==> src/hdl/sfp_pkg.sv <==
// ----------------------------------------------------------------------------
// sfp_pkg
// Shared codes, constants and types of the sync framed packet parser.
// ----------------------------------------------------------------------------
`default_nettype none

package sfp_pkg;

    // Frame sync pattern and type limit
    localparam logic [7:0]  SYNC_FIRST  = 8'hAA;
    localparam logic [7:0]  SYNC_SECOND = 8'h55;
    localparam logic [15:0] SYNC_SUM    = 16'h00FF;
    localparam logic [7:0]  TYPE_LIMIT  = 8'd3;

    // Parser phases
    localparam logic [2:0] PH_SYNC = 3'd0;
    localparam logic [2:0] PH_TYPE = 3'd1;
    localparam logic [2:0] PH_LEN  = 3'd2;
    localparam logic [2:0] PH_DATA = 3'd3;
    localparam logic [2:0] PH_CSUM = 3'd4;

    // Status codes
    localparam logic [2:0] ST_BUSY     = 3'd0;
    localparam logic [2:0] ST_OK       = 3'd1;
    localparam logic [2:0] ST_SYNC_ERR = 3'd2;
    localparam logic [2:0] ST_TYPE_ERR = 3'd3;
    localparam logic [2:0] ST_CSUM_ERR = 3'd4;

    typedef struct packed {
        logic [2:0] status;
        logic       payload_valid;
        logic [7:0] payload_byte;
        logic [1:0] message_type;
    } t_result;

endpackage

`default_nettype wire

==> src/hdl/sfp_core.sv <==
// ----------------------------------------------------------------------------
// sfp_core
// Parser state and the per-byte step: one byte in, one result out.
// ----------------------------------------------------------------------------
`default_nettype none

module sfp_core
    import sfp_pkg::*;
(
    input  wire logic       i_clk,
    input  wire logic       i_rst_n,
    input  wire logic       i_step,
    input  wire logic [7:0] i_byte,
    output t_result         o_result
);

    logic [2:0]  r_phase, n_phase;
    logic        r_flag, n_flag;
    logic [7:0]  r_first, n_first;
    logic [1:0]  r_type, n_type;
    logic [15:0] r_len, n_len;
    logic [15:0] r_count, n_count;
    logic [15:0] r_sum, n_sum;
    logic [7:0]  r_csum_low, n_csum_low;

    logic [15:0] sum_add;
    logic [15:0] len_full;
    logic [15:0] cnt_inc;
    logic [15:0] csum_got;
    logic [15:0] csum_want;
    t_result     res;

    assign sum_add   = r_sum + {8'd0, i_byte};
    assign len_full  = {i_byte, r_len[7:0]};
    assign cnt_inc   = r_count + 16'd1;
    assign csum_got  = {i_byte, r_csum_low};
    assign csum_want = 16'd0 - r_sum;

    always_comb begin
        n_phase    = r_phase;
        n_flag     = r_flag;
        n_first    = r_first;
        n_type     = r_type;
        n_len      = r_len;
        n_count    = r_count;
        n_sum      = r_sum;
        n_csum_low = r_csum_low;
        res        = '{status: ST_BUSY, payload_valid: 1'b0,
                       payload_byte: 8'd0, message_type: 2'd0};

        unique case (r_phase)
            PH_SYNC: begin
                if (!r_flag) begin
                    n_first = i_byte;
                    n_flag  = 1'b1;
                end else begin
                    n_flag = 1'b0;
                    if (r_first != SYNC_FIRST || i_byte != SYNC_SECOND) begin
                        res.status = ST_SYNC_ERR;
                        n_phase    = PH_SYNC;
                        n_sum      = 16'd0;
                        n_count    = 16'd0;
                    end else begin
                        n_sum   = SYNC_SUM;
                        n_phase = PH_TYPE;
                    end
                end
            end
            PH_TYPE: begin
                if (i_byte >= TYPE_LIMIT) begin
                    res.status = ST_TYPE_ERR;
                    n_phase    = PH_SYNC;
                    n_flag     = 1'b0;
                    n_sum      = 16'd0;
                    n_count    = 16'd0;
                end else begin
                    n_type           = i_byte[1:0];
                    n_sum            = sum_add;
                    res.message_type = i_byte[1:0];
                    n_phase          = PH_LEN;
                    n_flag           = 1'b0;
                end
            end
            PH_LEN: begin
                res.message_type = r_type;
                n_sum            = sum_add;
                if (!r_flag) begin
                    n_len  = {r_len[15:8], i_byte};
                    n_flag = 1'b1;
                end else begin
                    n_len   = len_full;
                    n_flag  = 1'b0;
                    n_count = 16'd0;
                    // skip straight to the checksum on an empty payload
                    n_phase = (len_full != 16'd0) ? PH_DATA : PH_CSUM;
                end
            end
            PH_DATA: begin
                res.message_type  = r_type;
                res.payload_valid = 1'b1;
                res.payload_byte  = i_byte;
                n_sum             = sum_add;
                n_count           = cnt_inc;
                if (cnt_inc >= r_len) begin
                    n_phase = PH_CSUM;
                    n_flag  = 1'b0;
                end
            end
            PH_CSUM: begin
                res.message_type = r_type;
                if (!r_flag) begin
                    n_csum_low = i_byte;
                    n_flag     = 1'b1;
                end else begin
                    res.status = (csum_got == csum_want) ? ST_OK : ST_CSUM_ERR;
                    n_phase    = PH_SYNC;
                    n_flag     = 1'b0;
                    n_sum      = 16'd0;
                    n_count    = 16'd0;
                end
            end
            default: begin
                // unused phase: resync and take this byte as the first sync byte
                n_phase = PH_SYNC;
                n_first = i_byte;
                n_flag  = 1'b1;
                n_sum   = 16'd0;
                n_count = 16'd0;
            end
        endcase
    end

    assign o_result = res;

    always_ff @(posedge i_clk) begin
        if (!i_rst_n) begin
            r_phase    <= PH_SYNC;
            r_flag     <= 1'b0;
            r_first    <= 8'd0;
            r_type     <= 2'd0;
            r_len      <= 16'd0;
            r_count    <= 16'd0;
            r_sum      <= 16'd0;
            r_csum_low <= 8'd0;
        end else if (i_step) begin
            r_phase    <= n_phase;
            r_flag     <= n_flag;
            r_first    <= n_first;
            r_type     <= n_type;
            r_len      <= n_len;
            r_count    <= n_count;
            r_sum      <= n_sum;
            r_csum_low <= n_csum_low;
        end
    end

    // Any final status sends the parser back to a clean hunt
    a_final_rehunt: assert property (@(posedge i_clk) disable iff (!i_rst_n)
        i_step && res.status != ST_BUSY
        |=> r_phase == PH_SYNC && !r_flag && r_sum == 16'd0 && r_count == 16'd0)
        else $error("parser not back in hunt after final status");

    // A good sync pair moves to the type byte with the sync bytes summed
    a_sync_ok: assert property (@(posedge i_clk) disable iff (!i_rst_n)
        i_step && r_phase == PH_SYNC && r_flag && res.status == ST_BUSY
        |=> r_phase == PH_TYPE && r_sum == SYNC_SUM)
        else $error("sync pair accepted without entering type phase");

    // Payload phase is only ever entered with a nonzero length
    a_data_len: assert property (@(posedge i_clk) disable iff (!i_rst_n)
        r_phase == PH_DATA |-> r_len != 16'd0)
        else $error("payload phase with zero length");

    // Idle cycles leave the parser state untouched
    a_hold: assert property (@(posedge i_clk) disable iff (!i_rst_n)
        !i_step |=> $stable(r_phase) && $stable(r_sum) && $stable(r_count))
        else $error("parser state moved without a byte");

endmodule

`default_nettype wire

==> src/hdl/sync_framed_packet_parser_top.sv <==
// ----------------------------------------------------------------------------
// sync_framed_packet_parser_top
// Byte-stream frame parser: sync, type, length, payload, additive checksum.
// ----------------------------------------------------------------------------
// Usage:
//   Input channel: i_valid / o_stall with one received byte on i_rx_byte.
//   Output channel: o_valid / i_stall with one result per byte: o_status,
//   o_payload_valid, o_payload_byte, o_message_type.
//   A byte is held in an input register, parsed by the core and written to the
//   output register, from which its result is shown and can transfer out.
//   The block takes one byte every cycle while the receiver does not stall
//   the output; the parse step (state update plus 16-bit adds) sets that figure.
//   A stall from the receiver holds the output register; the input register
//   keeps taking bytes as long as it drains into the output register, and
//   o_stall rises only when both registers are full and the output is held.
//   Synchronous active-low reset empties both registers and puts the parser
//   into sync hunting with all framing state cleared.
// ----------------------------------------------------------------------------
`default_nettype none

module sync_framed_packet_parser_top
    import sfp_pkg::*;
(
    input  wire logic       i_clk,
    input  wire logic       i_rst_n,
    input  wire logic       i_valid,
    output logic            o_stall,
    input  wire logic [7:0] i_rx_byte,
    output logic            o_valid,
    input  wire logic       i_stall,
    output logic [2:0]      o_status,
    output logic            o_payload_valid,
    output logic [7:0]      o_payload_byte,
    output logic [1:0]      o_message_type
);

    logic       r_in_valid;
    logic [7:0] r_in_byte;
    logic       r_out_valid;
    t_result    r_out;
    t_result    core_res;
    logic       out_adv;
    logic       step;

    assign out_adv = !r_out_valid || !i_stall;
    assign step    = r_in_valid && out_adv;
    assign o_stall = r_in_valid && !out_adv;

    sfp_core u_core (
        .i_clk    (i_clk),
        .i_rst_n  (i_rst_n),
        .i_step   (step),
        .i_byte   (r_in_byte),
        .o_result (core_res)
    );

    always_ff @(posedge i_clk) begin
        if (!i_rst_n) begin
            r_in_valid  <= 1'b0;
            r_out_valid <= 1'b0;
        end else begin
            if (!o_stall) begin
                r_in_valid <= i_valid;
            end
            if (out_adv) begin
                r_out_valid <= r_in_valid;
            end
        end
    end

    // Payload registers: capture on transfer, hold otherwise
    always_ff @(posedge i_clk) begin
        if (i_valid && !o_stall) begin
            r_in_byte <= i_rx_byte;
        end
        if (step) begin
            r_out <= core_res;
        end
    end

    assign o_valid         = r_out_valid;
    assign o_status        = r_out.status;
    assign o_payload_valid = r_out.payload_valid;
    assign o_payload_byte  = r_out.payload_byte;
    assign o_message_type  = r_out.message_type;

endmodule

`default_nettype wire

==> config.mk <==
export PLATFORM = sky130hd
export DESIGN_NAME = sync_framed_packet_parser_top
export DESIGN_NICKNAME = d
export VERILOG_FILES = /design/src/hdl/sfp_pkg.sv /design/src/hdl/sfp_core.sv /design/src/hdl/sync_framed_packet_parser_top.sv
export SDC_FILE = /design/constraint.sdc
export NUM_CORES = 1
export LEC_CHECK = 0
export BUFFER_PORTS_ARGS = -buffer_cell sky130_fd_sc_hd__buf_2
export CELL_PAD_IN_SITES_DETAIL_PLACEMENT = 0
export CELL_PAD_IN_SITES_GLOBAL_PLACEMENT = 2
export CORE_MARGIN = 2
export CORE_UTILIZATION = 30
export CTS_CLUSTER_SIZE = 24
export DETAILED_ROUTE_END_ITERATION = 16
export PLACE_DENSITY = 0.74
export SLEW_MARGIN = 20
export SYNTH_ARGS = -nofsm -noshare
export SYNTH_HDL_FRONTEND = slang
export SYNTH_HIERARCHICAL = 1
export SYNTH_SLANG_ARGS = --single-unit
==> constraint.sdc <==
create_clock -name i_clk -period 6.49 [get_ports i_clk]
set_input_delay 0.9735 -clock i_clk [delete_from_list [all_inputs] [get_ports i_clk]]
set_output_delay 0.9735 -clock i_clk [all_outputs]
set_load 0.05 [all_outputs]
==> out/results.ini <==
[status]
status=finished clean

[pwr]
p_int_mw=0.938
switching_power_mw=0.311
irDropWorstVdd_uv=123
comb_power_share_pct=7.6
power_density_nw_per_um2=211
swShare_pct=24.9
power_leakage_nw=2.36
pwr-share-seq_pct=50.3
pwr-share-clk_pct=42.1

[sta]
setup_viol=0
rsz0062_at_grt=no
finalSetupTns_ps=0
slew_viol_final=0
fin_crit_ps=3380
period_share_pct=52.1
setup_ws_ps=3110
tightest_slew_ps=928
timing.fmax_mhz=296
hold_viol=0
skew_ps=6.43
maxSlewHeadroom_pct=37.6

[final_layout]
antenna_cells=0
area_delta_synth_final_pct=11.8
final_nets=646
drive_above_1_share_pct=10.3
final_cell_count_no_fill=837
fin_area_um2=5920
fill_cells=1806

[clock_tree]
cts.path.max_buffers=2
cts_buffers=9
cts_hold_buf=0
cts_resized=0
cts_root_buf=clkbuf_16
cts_max_level=3
cts_tree=built
clk_latency_ps=350
cts.clk_slew.worst_paths_ps=60
cts_setup_buffers=0
clock-sinks=94

[drt]
drcViolationCount=0
ant_nets=0
drt-pass1-iter-count=5
drtIter0Drc=281
num_vias=4384
wl_per_cell_um=16.1
vias_per_cell=5.24
wirelength_um=13500

[worst_hold_path]
hold_start=u_core/r_type[0]
holdPathStages=2
min_path_type=reg2reg
holdPathEnd=u_core/r_type[0]

[setup_path]
crit_path_start_kind=register
r2r_cells=12
crit_slowest_cell=nor3_1
crit_chain=ha_1 -> nand3_1 -> nor3_1 -> nand3_1 -> xnor2_1 -> ha_1 -> a21o_1 -> a211oi_1 -> o21ai_0 -> a21o_1 -> and4b_1 -> nor3_1
worstPathArrival_ps=3660
cp_max_fo=7
endpoint_kind=register
reg2reg_slack_ps=3110
critPathMaxStageDelay_ps=680
reg2reg_to=u_core/r_phase[1]
worstReg2RegStart=u_core/r_count[0]
cp.required_ps=6760
path_class=reg2reg

[synthesis]
synth_nets=636
syn_avg_cell_area_um2=8.87
async_flop_share_pct=0
synth_edf_count=22
synth_flop_cell=dfxtp_1
yosysUniqueCellTypes=64
yosysWarnings=6
ys_seq_area_share_pct=39.7
ys_seq_elements=94
synth_cells=597
netlist_area_um2=5300

[placed_design]
dp_slack_ps=3110
portBuffers=27
gp_congestion=0.858
dp.cells=821
hpwl_um=9450
placed_cell_area_um2=5630

[floorplan]
die_w_um=137
io_pins=28
rows=48
die_area_um2=18700
core-area_um2=17300
start_util_pct=30.6
die_h_um=137

[global_routing]
grt_overflow=0
groute.usage.overall_pct=15.1
antenna_found_initial=0
grt_max_degree=44
grt_pass1_wl_um=21400
grt_pass1_vias=4014

[run]
drv_cap=0

==> synth_stat cells (5+ instances only) <==
cell       number  area [µm²]
nor3_1         18        90.1
a31oi_1        14        87.6
a21oi_1        44         220
nand2_1        40         150
dfxtp_1        72        1440
buf_2           5        25.0
nor2_1         65         244
nand3_1        20         100
o21a_1          6        45.0
xnor2_1        26         228
nand4b_1        7        61.3
ha_1           26         325
o21ai_0        23         115
inv_1          22        82.6
and3_1         12        75.1
nor2b_1         7        43.8
nor4_1          7        43.8
mux2i_1        24         240
nand4_1         8        50.1
or4_1           7        52.6
o2111ai_1       5        43.8
edfxtp_1       22         661
clkbuf_1       25        93.8
or3_1           7        43.8
xor2_1         18         158
==> layer usage <==
metal	GRT usage (%)	up-vias	routed length (µm)
met2	22.3	88	5870
met3	2.59	20	493
met5	0	-	0
met4	6.99	0	300
met1	21.3	2100	6830
li1	-	2176	-
==> final cells by class <==
| type | instances | area [µm²] | area share [%] |
|---|---|---|---|
| multi-input combinational | 446 | 2980 | 50.4 |
| sequential | 94 | 2100 | 35.5 |
| tap | 225 | 282 | 4.75 |
| clock buffer | 9 | 225 | 3.80 |
| timing repair buffer | 33 | 180 | 3.04 |
| inverter | 23 | 86.3 | 1.46 |
| clock inverter | 7 | 65.1 | 1.10 |
==> power by group through the flow <==
stage               clock network (mW)  registers, mW  logic (mW)
finish                           0.526          0.628      0.0952
CTS                              0.543          0.628      0.0955
detailed placement                   0          0.641      0.0955
global placement                     0          0.641      0.0938
global route                     0.562          0.630       0.103
floorplan                            0          0.644      0.0598
==> stage by stage <==
step / power, mW / utilization [%] / hold WS (ps)
2_1_floorplan: 0.704 / - / 437
6_report: 1.25 / 34.3 / 466
3_5_place_dp: 0.737 / 32.6 / 455
3_3_place_gp: 0.734 / 32.5 / 445
5_1_grt: 1.29 / 34.3 / 493
4_1_cts: 1.27 / 34.2 / 464
==> flip-flops by register name (all words and copies together) (netlist names) <==
register           count
u_core/r_flag          1
r_in_valid             1
r_in_byte              8
o_status               3
u_core/r_first         8
o_message_type         2
o_payload_byte         8
u_core/r_phase         3
u_core/r_csum_low      8
u_core/r_count        16
o_valid                1
u_core/r_type          2
u_core/r_sum          16
u_core/r_len          16
o_payload_valid        1
==> worst max-delay path by stage <==
stage / startpoint / end / slack [ps]
after floorplan: i_stall / u_core/r_sum[14] / 2780
after global placement: u_core/r_count[0] / u_core/r_phase[0] / 3200
after detailed placement: u_core/r_count[0] / u_core/r_phase[0] / 3110
after CTS: u_core/r_count[0] / u_core/r_phase[0] / 3070
after global routing: u_core/r_count[0] / u_core/r_phase[0] / 2780
final: u_core/r_count[0] / u_core/r_phase[1] / 3110
==> worst max-delay path: cells and delay by family (launching register included) <==
family / cells / cell delay [ps]
compound gates: 4 / 730
xor+xnor: 1 / 230
flops: 1 / 410
simple gates: 5 / 1370
fa+ha+maj: 2 / 540
==> cell families after synthesis <==
kind of cell / after synthesis / synth area share [%]
AND/OR/NAND/NOR: 229 / 23.3
AO/OA/AOI/OAI: 122 / 14.4
flip-flops: 94 / 39.7
buffers and inverters: 57 / 4.32
XOR/XNOR: 44 / 7.27
adder cells (fa/ha/maj): 27 / 6.52
multiplexers: 24 / 4.53
==> layout by cell type, fill, tap and decap left out, types with 8 or more instances in the layout <==
| cell | instances |
|---|---|
| nand3_1 | 20 |
| dfxtp_1 | 72 |
| xor2_1 | 18 |
| edfxtp_1 | 22 |
| buf_2 | 27 |
| a31oi_1 | 14 |
| nor3_1 | 18 |
| nand4_1 | 8 |
| and3_1 | 12 |
| clkbuf_16 | 9 |
| a21oi_1 | 44 |
| nand2_1 | 40 |
| nor2_1 | 65 |
| xnor2_1 | 26 |
| ha_1 | 26 |
| o21ai_0 | 23 |
| mux2i_1 | 24 |
| inv_1 | 22 |
(Power assumes the default switching activity.)
